===== config.mk =====
export PLATFORM = sky130hd
export DESIGN_NAME = xorshift_ranged_random_core
export DESIGN_NICKNAME = d
export VERILOG_FILES = /design/src/rtl/xrr_pkg.sv /design/src/rtl/xorshift_ranged_random_core.sv /design/src/rtl/xrr_remainder.sv
export SDC_FILE = /design/constraint.sdc
export NUM_CORES = 1
export LEC_CHECK = 0
export BUFFER_PORTS_ARGS = -buffer_cell sky130_fd_sc_hd__buf_2
export CAP_MARGIN = 15
export CORE_MARGIN = 2
export CORE_UTILIZATION = 45
export CTS_CLUSTER_DIAMETER = 150
export CTS_CLUSTER_SIZE = 40
export DETAILED_ROUTE_END_ITERATION = 10
export PLACE_DENSITY = 0.72
export SKIP_CTS_REPAIR_TIMING = 1
export SYNTH_ARGS = -nofsm -noshare
export SYNTH_HDL_FRONTEND = slang
export SYNTH_SLANG_ARGS = --single-unit

===== constraint.sdc =====
create_clock -name clk_i -period 4 [get_ports clk_i]
set_input_delay 0.2 -clock clk_i [delete_from_list [all_inputs] [get_ports clk_i]]
set_output_delay 0.2 -clock clk_i [all_outputs]
set_load 0.05 [all_outputs]

===== src/rtl/xrr_pkg.sv =====
// ----------------------------------------------------------------------------
// xrr_pkg
// Types, constants and the xorshift step shared by the ranged random core.
// ----------------------------------------------------------------------------
package xrr_pkg;

  localparam int unsigned WordW  = 32;
  localparam int unsigned CntW   = $clog2(WordW);
  localparam int unsigned ShiftA = 13;
  localparam int unsigned ShiftB = 17;
  localparam int unsigned ShiftC = 5;

  localparam logic ActReseed = 1'b0;
  localparam logic ActDraw   = 1'b1;

  typedef struct packed {
    logic                    action;
    logic [WordW-1:0]        seed;
    logic signed [WordW-1:0] minimum;
    logic signed [WordW-1:0] maximum;
  } xrr_in_t;

  typedef struct packed {
    logic [WordW-1:0]        raw_value;
    logic signed [WordW-1:0] ranged_value;
  } xrr_out_t;

  function automatic logic [WordW-1:0] xs_advance(input logic [WordW-1:0] x);
    logic [WordW-1:0] a;
    logic [WordW-1:0] b;
    a = x ^ (x << ShiftA);
    b = a ^ (a >> ShiftB);
    return b ^ (b << ShiftC);
  endfunction

endpackage


===== src/rtl/xorshift_ranged_random_core.sv =====
// ----------------------------------------------------------------------------
// xorshift_ranged_random_core
// 32-bit xorshift generator with reseed and ranged draw transactions.
// ----------------------------------------------------------------------------
// One transaction is worked on at a time. A reseed, or a draw whose range
// maximum - minimum is zero or negative, goes from input accept straight to
// the output state. A draw over a non-empty range first passes the divide
// state: the remainder |word| mod delta is formed by a bit-serial divider
// that retires one dividend bit per cycle. A new input is taken as soon as the
// previous result sits in the output register, even if it is not yet taken.
module xorshift_ranged_random_core (
  input  logic              clk_i,
  input  logic              rst_ni,
  input  logic              in_valid_i,
  output logic              in_ready_o,
  input  xrr_pkg::xrr_in_t  in_data_i,
  output logic              out_valid_o,
  input  logic              out_ready_i,
  output xrr_pkg::xrr_out_t out_data_o
);

  typedef enum logic [1:0] {
    S_IDLE,
    S_DIV,
    S_OUT
  } state_e;

  state_e                           state_q;
  logic [xrr_pkg::WordW-1:0]        word_q, word_d;
  logic signed [xrr_pkg::WordW-1:0] min_q;
  logic signed [xrr_pkg::WordW-1:0] ranged_q;
  logic                             out_valid_q;
  xrr_pkg::xrr_out_t                out_q;

  logic                      in_acc;
  logic                      is_draw;
  logic [xrr_pkg::WordW-1:0] delta, mag, rem;
  logic                      empty;
  logic                      div_start, div_done;
  logic                      out_free;

  assign in_ready_o = (state_q == S_IDLE);
  assign in_acc     = in_valid_i && in_ready_o;
  assign is_draw    = (in_data_i.action == xrr_pkg::ActDraw);
  assign out_free   = !out_valid_q || out_ready_i;

  always_comb begin
    if (is_draw) begin
      word_d = xrr_pkg::xs_advance(word_q);
    end else if (in_data_i.seed == '0) begin
      word_d = xrr_pkg::WordW'(1);
    end else begin
      word_d = in_data_i.seed;
    end
  end

  assign delta     = $unsigned(in_data_i.maximum) - $unsigned(in_data_i.minimum);
  assign empty     = (delta == '0) || delta[xrr_pkg::WordW-1];
  assign mag       = word_d[xrr_pkg::WordW-1] ? ('0 - word_d) : word_d;
  assign div_start = in_acc && is_draw && !empty;

  xrr_remainder u_rem (
    .clk_i      (clk_i),
    .rst_ni     (rst_ni),
    .start_i    (div_start),
    .dividend_i (mag),
    .divisor_i  (delta),
    .done_o     (div_done),
    .rem_o      (rem)
  );

  always_ff @(posedge clk_i or negedge rst_ni) begin
    if (!rst_ni) begin
      state_q     <= S_IDLE;
      word_q      <= xrr_pkg::WordW'(1);
      out_valid_q <= 1'b0;
    end else begin
      if (out_ready_i) begin
        out_valid_q <= 1'b0;
      end
      unique case (state_q)
        S_IDLE: begin
          if (in_acc) begin
            word_q  <= word_d;
            state_q <= div_start ? S_DIV : S_OUT;
          end
        end
        S_DIV: begin
          if (div_done) begin
            state_q <= S_OUT;
          end
        end
        S_OUT: begin
          if (out_free) begin
            out_valid_q <= 1'b1;
            state_q     <= S_IDLE;
          end
        end
        default: state_q <= S_IDLE;
      endcase
    end
  end

  always_ff @(posedge clk_i) begin
    if (in_acc) begin
      min_q    <= in_data_i.minimum;
      ranged_q <= is_draw ? in_data_i.minimum : '0;
    end
    if (state_q == S_DIV && div_done) begin
      ranged_q <= $signed($unsigned(min_q) + rem);
    end
    if (state_q == S_OUT && out_free) begin
      out_q.raw_value    <= word_q;
      out_q.ranged_value <= ranged_q;
    end
  end

  assign out_valid_o = out_valid_q;
  assign out_data_o  = out_q;

  a_word_nonzero: assert property (@(posedge clk_i) disable iff (!rst_ni)
    word_q != '0) else $error("generator word is zero");

  a_done_in_div: assert property (@(posedge clk_i) disable iff (!rst_ni)
    div_done |-> (state_q == S_DIV)) else $error("divider done outside divide");

  a_start_to_div: assert property (@(posedge clk_i) disable iff (!rst_ni)
    div_start |=> (state_q == S_DIV)) else $error("divide not entered");

  a_load_from_out: assert property (@(posedge clk_i) disable iff (!rst_ni)
    $rose(out_valid_q) |-> $past(state_q == S_OUT))
    else $error("output loaded outside output state");

endmodule


===== src/rtl/xrr_remainder.sv =====
// ----------------------------------------------------------------------------
// xrr_remainder
// Bit-serial restoring remainder: one dividend bit per cycle, MSB first.
// ----------------------------------------------------------------------------
module xrr_remainder (
  input  logic                       clk_i,
  input  logic                       rst_ni,
  input  logic                       start_i,
  input  logic [xrr_pkg::WordW-1:0]  dividend_i,
  input  logic [xrr_pkg::WordW-1:0]  divisor_i,
  output logic                       done_o,
  output logic [xrr_pkg::WordW-1:0]  rem_o
);

  localparam logic [xrr_pkg::CntW-1:0] CntLast = xrr_pkg::CntW'(xrr_pkg::WordW - 1);

  logic [xrr_pkg::WordW-1:0] dvd_q, dsr_q, rem_q;
  logic [xrr_pkg::WordW-1:0] trial, diff;
  logic [xrr_pkg::CntW-1:0]  cnt_q;
  logic                      busy_q, done_q;
  logic                      geq;

  assign trial = {rem_q[xrr_pkg::WordW-2:0], dvd_q[xrr_pkg::WordW-1]};
  assign geq   = (trial >= dsr_q);
  assign diff  = trial - dsr_q;

  always_ff @(posedge clk_i or negedge rst_ni) begin
    if (!rst_ni) begin
      busy_q <= 1'b0;
      done_q <= 1'b0;
      cnt_q  <= '0;
    end else begin
      done_q <= 1'b0;
      if (start_i) begin
        busy_q <= 1'b1;
        cnt_q  <= '0;
      end else if (busy_q) begin
        cnt_q <= cnt_q + 1'b1;
        if (cnt_q == CntLast) begin
          busy_q <= 1'b0;
          done_q <= 1'b1;
        end
      end
    end
  end

  always_ff @(posedge clk_i) begin
    if (start_i) begin
      dvd_q <= dividend_i;
      dsr_q <= divisor_i;
      rem_q <= '0;
    end else if (busy_q) begin
      rem_q <= geq ? diff : trial;
      dvd_q <= {dvd_q[xrr_pkg::WordW-2:0], 1'b0};
    end
  end

  assign done_o = done_q;
  assign rem_o  = rem_q;

  a_no_restart: assert property (@(posedge clk_i) disable iff (!rst_ni)
    start_i |-> !busy_q) else $error("remainder restarted while busy");

  a_rem_below_divisor: assert property (@(posedge clk_i) disable iff (!rst_ni)
    done_q |-> (rem_q < dsr_q)) else $error("remainder not below divisor");

endmodule


==> metrics.txt, run 1 <==
status finished, violations left; failing checks design-rule violations, negative hold slack; clk sinks 266; Synth Instances 1628; Final Hold Fails 1; Fin Setup TNS 0 ps; Reg clk slew, reported paths ~150 ps; Rows between 60 and 70; Hold Crit Depth 3; logic gate share of total power 0.615; maximum buffer depth of the clock tree 3; initial core utilization 0.4571; area fraction of the dominant cell type after synthesis 0.3537; drt first-iter violations around 1400; total CTS buffers 10; PortBufs 166; top post-synthesis cells by area edfxtp_1, ha_1, dfrtp_1; first-pass GRT wire length about 66000 um; Clk Latency, worst-skew pair ~520 ps; WP data required 4290 ps; leakage power approximately 7.8 nW; MaxCap Viol Count 0; Die Height around 200 um; post-synthesis cell area 16300 sq um; first-pass iteration count of the detailed router 11; Yosys reg bits approximately 270; final wirelength 42600 um; distinct cell type count after synthesis between 70 and 80; CP max FO 27; Warnings, synthesis 0; dpl cells ~2300; global route overflow 0; n_diodes 0; Clk pwr share 0.082; Residual DRC 15; largest family of logic cells by synthesized area compound AO/OA/AOI/OAI gates; Tcrit/Tclk final 0.9353; gr usage total 0.2185; clock skew approximately 29 ps; dominant cell type by area after synthesis edfxtp_1; number of flops mapped to enable cells by yosys 192; Synth Area in Simple Gates 0.1448; Synth Area in Adders 0.07815; Worst slew margin 0.3187; DRT antenna net count 0; kind of critical path in -> reg; CTS tree done; Worst Tran Pin Value between 1000 and 1500 ps; RePlAce Congestion 0.9597; Net Sw Frac 0.4633; Hold Slack -8.266 ps; Root Buffer clkbuf_16; Final Setup Violations 0; Power Density around 870 nW/um^2; Tmin final 3741 ps; Setup crit end kind flip-flop; H-tree depth 1; core outline area roughly 36000 sq um; mux cell area share after synthesis 0.03500; Die W approximately 190 um; Vias 13208; register area share after synthesis 0.4576; Tot Pwr about 0.016 W; via count of the first global-routing pass 12313; xor/xnor share of the synthesized area 0.09496; Sw Pwr 0.007602 W; Worst Path Arrival 4030 ps; total nets after synthesis ~1800; FF-to-FF path depth 13; Internal Dissipation 0.008806 W; fraction of layout cells with a size suffix above 1 0.1791; final net count 2067; Area Growth Syn to Fin 15.23%; vias per cell 5.666; compound-cell area share of the yosys netlist 0.1521; routed wire length per instance around 18 um; sequential share of power 0.303; worst ir drop on vdd ~0.00036 V; Synth async-reset ratio 0.1579; I/O pin cnt approximately 170; post-route insts no fill 2331; Worst Setup Start Kind input port; ys flop type edfxtp_1; Slew Limit Fails 0; hpwl dp around 33000 um; worst hold path class in -> reg; Die Footprint ~38000 sq um; pin count of the biggest net entering global routing between 60 and 70; max frequency 0.2673 GHz; mean area per synthesized cell ~10 sq um; unrepaired setup endpoints after global routing false; initial antenna violation count 1
metrics by stage:
stage / area, sq um / setup WS, ps / utilization
after CTS: 18600 / 191.5 / 0.5217
after global placement: 18300 / -196.6 / 0.5131
after global routing: 18780 / 15.16 / 0.5268
final: 18780 / 258.9 / 0.5268
after floorplan: 16310 / 31.50 / -
after detailed placement: 18300 / -252.0 / 0.5131
metal layers:
| layer | vias up | GRT usage | wire length [um] |
|---|---|---|---|
| met5 | - | 0 | 0 |
| met2 | 551 | 0.3259 | 17720 |
| met3 | 59 | 0.02169 | 3325 |
| li1 | 6401 | - | - |
| met1 | 6197 | 0.3399 | 20640 |
| met4 | 0 | 0.05385 | 915 |
power by group through the flow:
stage / registers (W) / clock network, W / logic, W
2_1_floorplan: 0.00553 / 0 / 0.00666
3_3_place_gp: 0.00499 / 0 / 0.00966
3_5_place_dp: 0.00503 / 0 / 0.00982
4_1_cts: 0.00496 / 0.00139 / 0.00989
5_1_grt: 0.00507 / 0.00146 / 0.0110
6_report: 0.00497 / 0.00135 / 0.0101
area by class of cell:
cell class / count / area [sq um]
flip-flops and latches: 266 / 7460
multi-input cells: 1204 / 8282
inverters: 100 / 375.4
well taps: 461 / 576.8
clock buffers: 15 / 290.3
clock inverters: 1 / 16.27
fillers: 3186 / 16870
repair buffers: 284 / 1782
cells in the mapped netlist, drive strengths merged (6+ instances only):
cell type,instances
a21o,29
dfxtp,32
ha,97
inv,98
o21a,8
mux2i,18
dfrtp,41
a31oi,21
buf,15
o21bai,6
or4,7
and2,13
or2,9
a21boi,9
clkbuf,43
a211oi,19
or3,17
nor3b,8
nor4,14
a21oi,106
nand2,119
and3,6
edfxtp,192
nand4,12
nor2b,18
xor2,59
mux2,33
o21ai,119
o31ai,10
nor2,112
o22ai,22
nor3,51
nand2b,25
xnor2,110
o211ai,10
nand3,54
sequential cells by signal, summed over array words and instances (netlist names), 2 cells and up:
register	flops
word_q	32
min_q	32
u_rem.rem_o	32
ranged_q	32
u_rem.dvd_q	32
state_q	2
out_data_o	64
u_rem.cnt_q	5
u_rem.dsr_q	32
final timing paths:
path,from,end,slack [ps]
max,in_data_i[52],u_rem.dvd_q[13],260
min,out_ready_i,out_valid_o,-8
max reg2reg,u_rem.rem_o[1],u_rem.rem_o[9],310
min reg2reg,ranged_q[24],out_data_o[24],440
max in group asynchronous,rst_ni,word_q[28],2980
min in group asynchronous,rst_ni,word_q[21],390
cell usage in the layout (no fill, tap or decap), types with 14 or more instances in the layout:
cell           instances
edfxtp_1             192
a211oi_1              17
or3_1                 17
inv_1                 98
nand2b_1              25
ha_1                  97
o22ai_1               22
nor2b_1               17
a21oi_1              106
nor3_1                51
a31oi_1               17
dlygate4sd3_1         16
nand3_1               54
o21ai_0              118
mux2i_1               18
nor4_1                14
nor2_1               112
dfrtp_1               41
xnor2_1              110
nand2_1              118
buf_4                100
dfxtp_1               31
mux2_2                28
xor2_1                59
a21o_1                29
buf_2                166
cell families (layout without fill, tap and decap cells):
| logic type | count (synthesis) | after routing |
|---|---|---|
| XOR/XNOR | 172 | 172 |
| adder cells (fa/ha/maj) | 100 | 100 |
| AND/OR/NAND/NOR | 480 | 480 |
| AO/OA/AOI/OAI | 401 | 401 |
| buffers and inverters | 158 | 400 |
| multiplexers | 51 | 51 |
| flip-flops | 266 | 266 |
critical path, stage by stage:
cell           delay, ps
dlygate4sd3_1        520
buf_2                180
inv_1                 60
ha_1                 360
a21oi_1              200
o21ai_0              160
and2_1               210
nor3_1               150
nand2_1               80
o21ai_0              290
xnor2_1              150
or3_1                360
nor4_1               290
buf_4                170
a31oi_4              150
buf_12               220
mux2_2               280
(Power assumes the default switching activity.)
==> inputs of run 2 (changes only) <==
--- a/config.mk
+++ b/config.mk
@@ -8,11 +8,11 @@
 export BUFFER_PORTS_ARGS = -buffer_cell sky130_fd_sc_hd__buf_2
 export CAP_MARGIN = 15
 export CORE_MARGIN = 2
-export CORE_UTILIZATION = 45
+export CORE_UTILIZATION = 35
 export CTS_CLUSTER_DIAMETER = 150
 export CTS_CLUSTER_SIZE = 40
 export DETAILED_ROUTE_END_ITERATION = 10
-export PLACE_DENSITY = 0.72
+export PLACE_DENSITY = 0.6
 export SKIP_CTS_REPAIR_TIMING = 1
 export SYNTH_ARGS = -nofsm -noshare
 export SYNTH_HDL_FRONTEND = slang
==> run 2 against run 1 <==
The flow now finishes without violations. Sequential power down 1%. Final cell count is 7.3% higher. Sequential share of layout area down 0.70 points. Global-route usage is 4.4 points lower. First-iteration DRC count is 29% lower. Critical path type is now reg -> reg. Critical endpoint is now ranged_q[30]. Largest cell class unchanged. Highest routed layer is now met5.
==> metrics.txt, run 2 (synthesized netlist as in run 1, its figures left out) <==
status finished, final reports clean; WP data required 4230 ps (-60 ps); routed wire length per instance 17.41 um (-4.7%); final wirelength 43530 um (+2.2%); maximum buffer depth of the clock tree 3 (unchanged); CP max FO 4 (-85%); Slew Limit Fails 0 (unchanged); first-pass iteration count of the detailed router 5 (-6); Final Hold Fails 0 (-1); clk sinks 266 (unchanged); hpwl dp 34570 um (+4.0%); Worst Path Arrival 4030 ps (about the same); Tcrit/Tclk final 0.9493 (+0.01402); gr usage total 0.1747 (-0.04379); global route overflow 0 (unchanged); Setup crit end kind flip-flop; core outline area 46260 sq um (+30%); Worst slew margin 0.2890 (-0.02973); Tmin final 3797 ps (+56.09 ps); first-pass GRT wire length 66900 um (+0.81%); most common cell after layout, fill and taps aside edfxtp_1; Clk Latency, worst-skew pair 510 ps (about the same); Vias 12865 (-2.6%); Die Footprint 48310 sq um (+28%); Area Growth Syn to Fin 17.31%; via count of the first global-routing pass 12284 (-0.24%); RePlAce Congestion 0.8836 (-7.9%); worst hold path class in -> reg; DRT antenna net count 0 (unchanged); M1 GR Usage 0.2503 (-0.08966); kind of critical path reg -> reg; total CTS buffers 10 (unchanged); MaxCap Viol Count 0 (unchanged); met2 usage 0.2881 (-0.03782); CP peak stage delay 470 ps (-50 ps); vias per cell 5.146 (-9.2%); Rows 79 (+14%); CTS tree done; initial core utilization 0.3523 (-0.1048); Residual DRC 0 (-15); H-tree depth 1 (unchanged); fillcell total 4536 (+42%); pre-CTS setup slack -323.6 ps (-71.57 ps); final worst slack 202.8 ps (-56.09 ps); commonest non-fill, non-tap cells in the layout edfxtp_1, buf_2, buf_4; worst ir drop on vdd 0.0004811 V (+32%); Die Height 219.8 um (+13%); I/O pin cnt 167 (unchanged); fraction of layout cells with a size suffix above 1 0.1876 (+0.008488); Reg clk slew, reported paths 140 ps (about the same); Largest register FFs 64 (unchanged); Die W 219.8 um (+13%); clock skew 18.88 ps (-10.50 ps); grt met3 use 0.01477 (-0.006921); final net count 2089 (+1.1%); layer with the highest usage met2; Tot Pwr 0.01638 W (-0.18%); Crit-path slowest cell or3_1; pin count of the biggest net entering global routing 69 (unchanged); Worst Setup Start Kind flip-flop; Worst Tran Pin Value 1067 ps (+44.60 ps); Layout Utilization 0.4133 (-0.1134); initial antenna violation count 3 (+2); Final Setup Violations 0 (unchanged); CP Cell Sequence ha_1 > inv_1 > fa_1 > nor2b_1 > o2111ai_1 > a31oi_1 > o2111ai_1 > a31oi_1 > o21a_1 > a2111oi_0 > or3_1 > o2111ai_2 > mux2i_1 > o311ai_0; leakage power 7.945 nW (+1.4%); post-route insts no fill 2500 (+7.3%); PortBufs 166 (unchanged); max frequency 0.2634 GHz (-1.5%); Power Density 856.5 nW/um^2 (-2.0%); drt first-iter violations 964 (-29%); dpl cells 2466 (+7.3%); Root Buffer clkbuf_16
## run 2: cell count changes in the layout (fill, tap and decap cells not counted)
cell       before  now
buf_4         100  122
a31oi_1        17   19
a31oi_2         3    1
a211oi_1       17   18
a211oi_2        2    1
diode_2         0    1
o2111ai_1       5    4
o2111ai_2       0    1
## run 2: final cells by class
class / count / area [sq um] / area share
Multi-Input combinational cell: 1204 / 8270 / 0.4325
Sequential cell: 266 / 7460 / 0.3901
Timing Repair Buffer: 306 / 1947 / 0.1018
Tap cell: 607 / 759.5 / 0.03972
Inverter: 100 / 375.4 / 0.01963
Clock buffer: 15 / 290.3 / 0.01518
Clock inverter: 1 / 16.27 / 0.0008507
Antenna cell: 1 / 2.502 / 0.0001309
## run 2: critical path: cells and delay by family (launching register included)
| kind | cells | cell delay, ps |
|---|---|---|
| fa+ha+maj | 2 | 600 |
| simple gates | 2 | 650 |
| flops | 1 | 410 |
| mux | 1 | 190 |
| compound gates | 8 | 1610 |
| buf+inv | 1 | 60 |
## run 2: worst paths after layout
path                             endpoint  slack (ps)            from  cells after the start
max                          ranged_q[30]         200  u_rem.rem_o[0]                     14
min in group asynchronous      word_q[27]         420          rst_ni                      2
max in group asynchronous      state_q[1]        2930          rst_ni                      2
min reg2reg                out_data_o[24]         440    ranged_q[24]                      0
max reg2reg                  ranged_q[30]         200  u_rem.rem_o[0]                     14
min                              min_q[2]           4   in_data_i[34]                      2
## run 2: through the flow
stage               area [sq um]  hold WS [ps]  setup TNS, ps
global route               19120         1.100         -8.980
CTS                        18940        -120.3              0
global placement           18640         400.7         -21790
detailed placement         18640         404.5         -26150
floorplan                  16310        -95.59              0
finish                     19120         3.987              0
## run 2: power breakdown
group	switching, W	internal [W]	leakage [nW]
Clock	0.000832	0.000525	0.148
Sequential	0.000689	0.00423	2.63
Combinational	0.00597	0.00413	5.17
Total	0.00749	0.00889	7.94
## run 2: metal layers
| metal | up-vias | share of wire |
|---|---|---|
| met2 | 340 | 0.45 |
| met4 | 2 | 0.016 |
| li1 | 6446 | - |
| met1 | 6032 | 0.48 |
| met3 | 45 | 0.046 |
| met5 | - | 0.00016 |
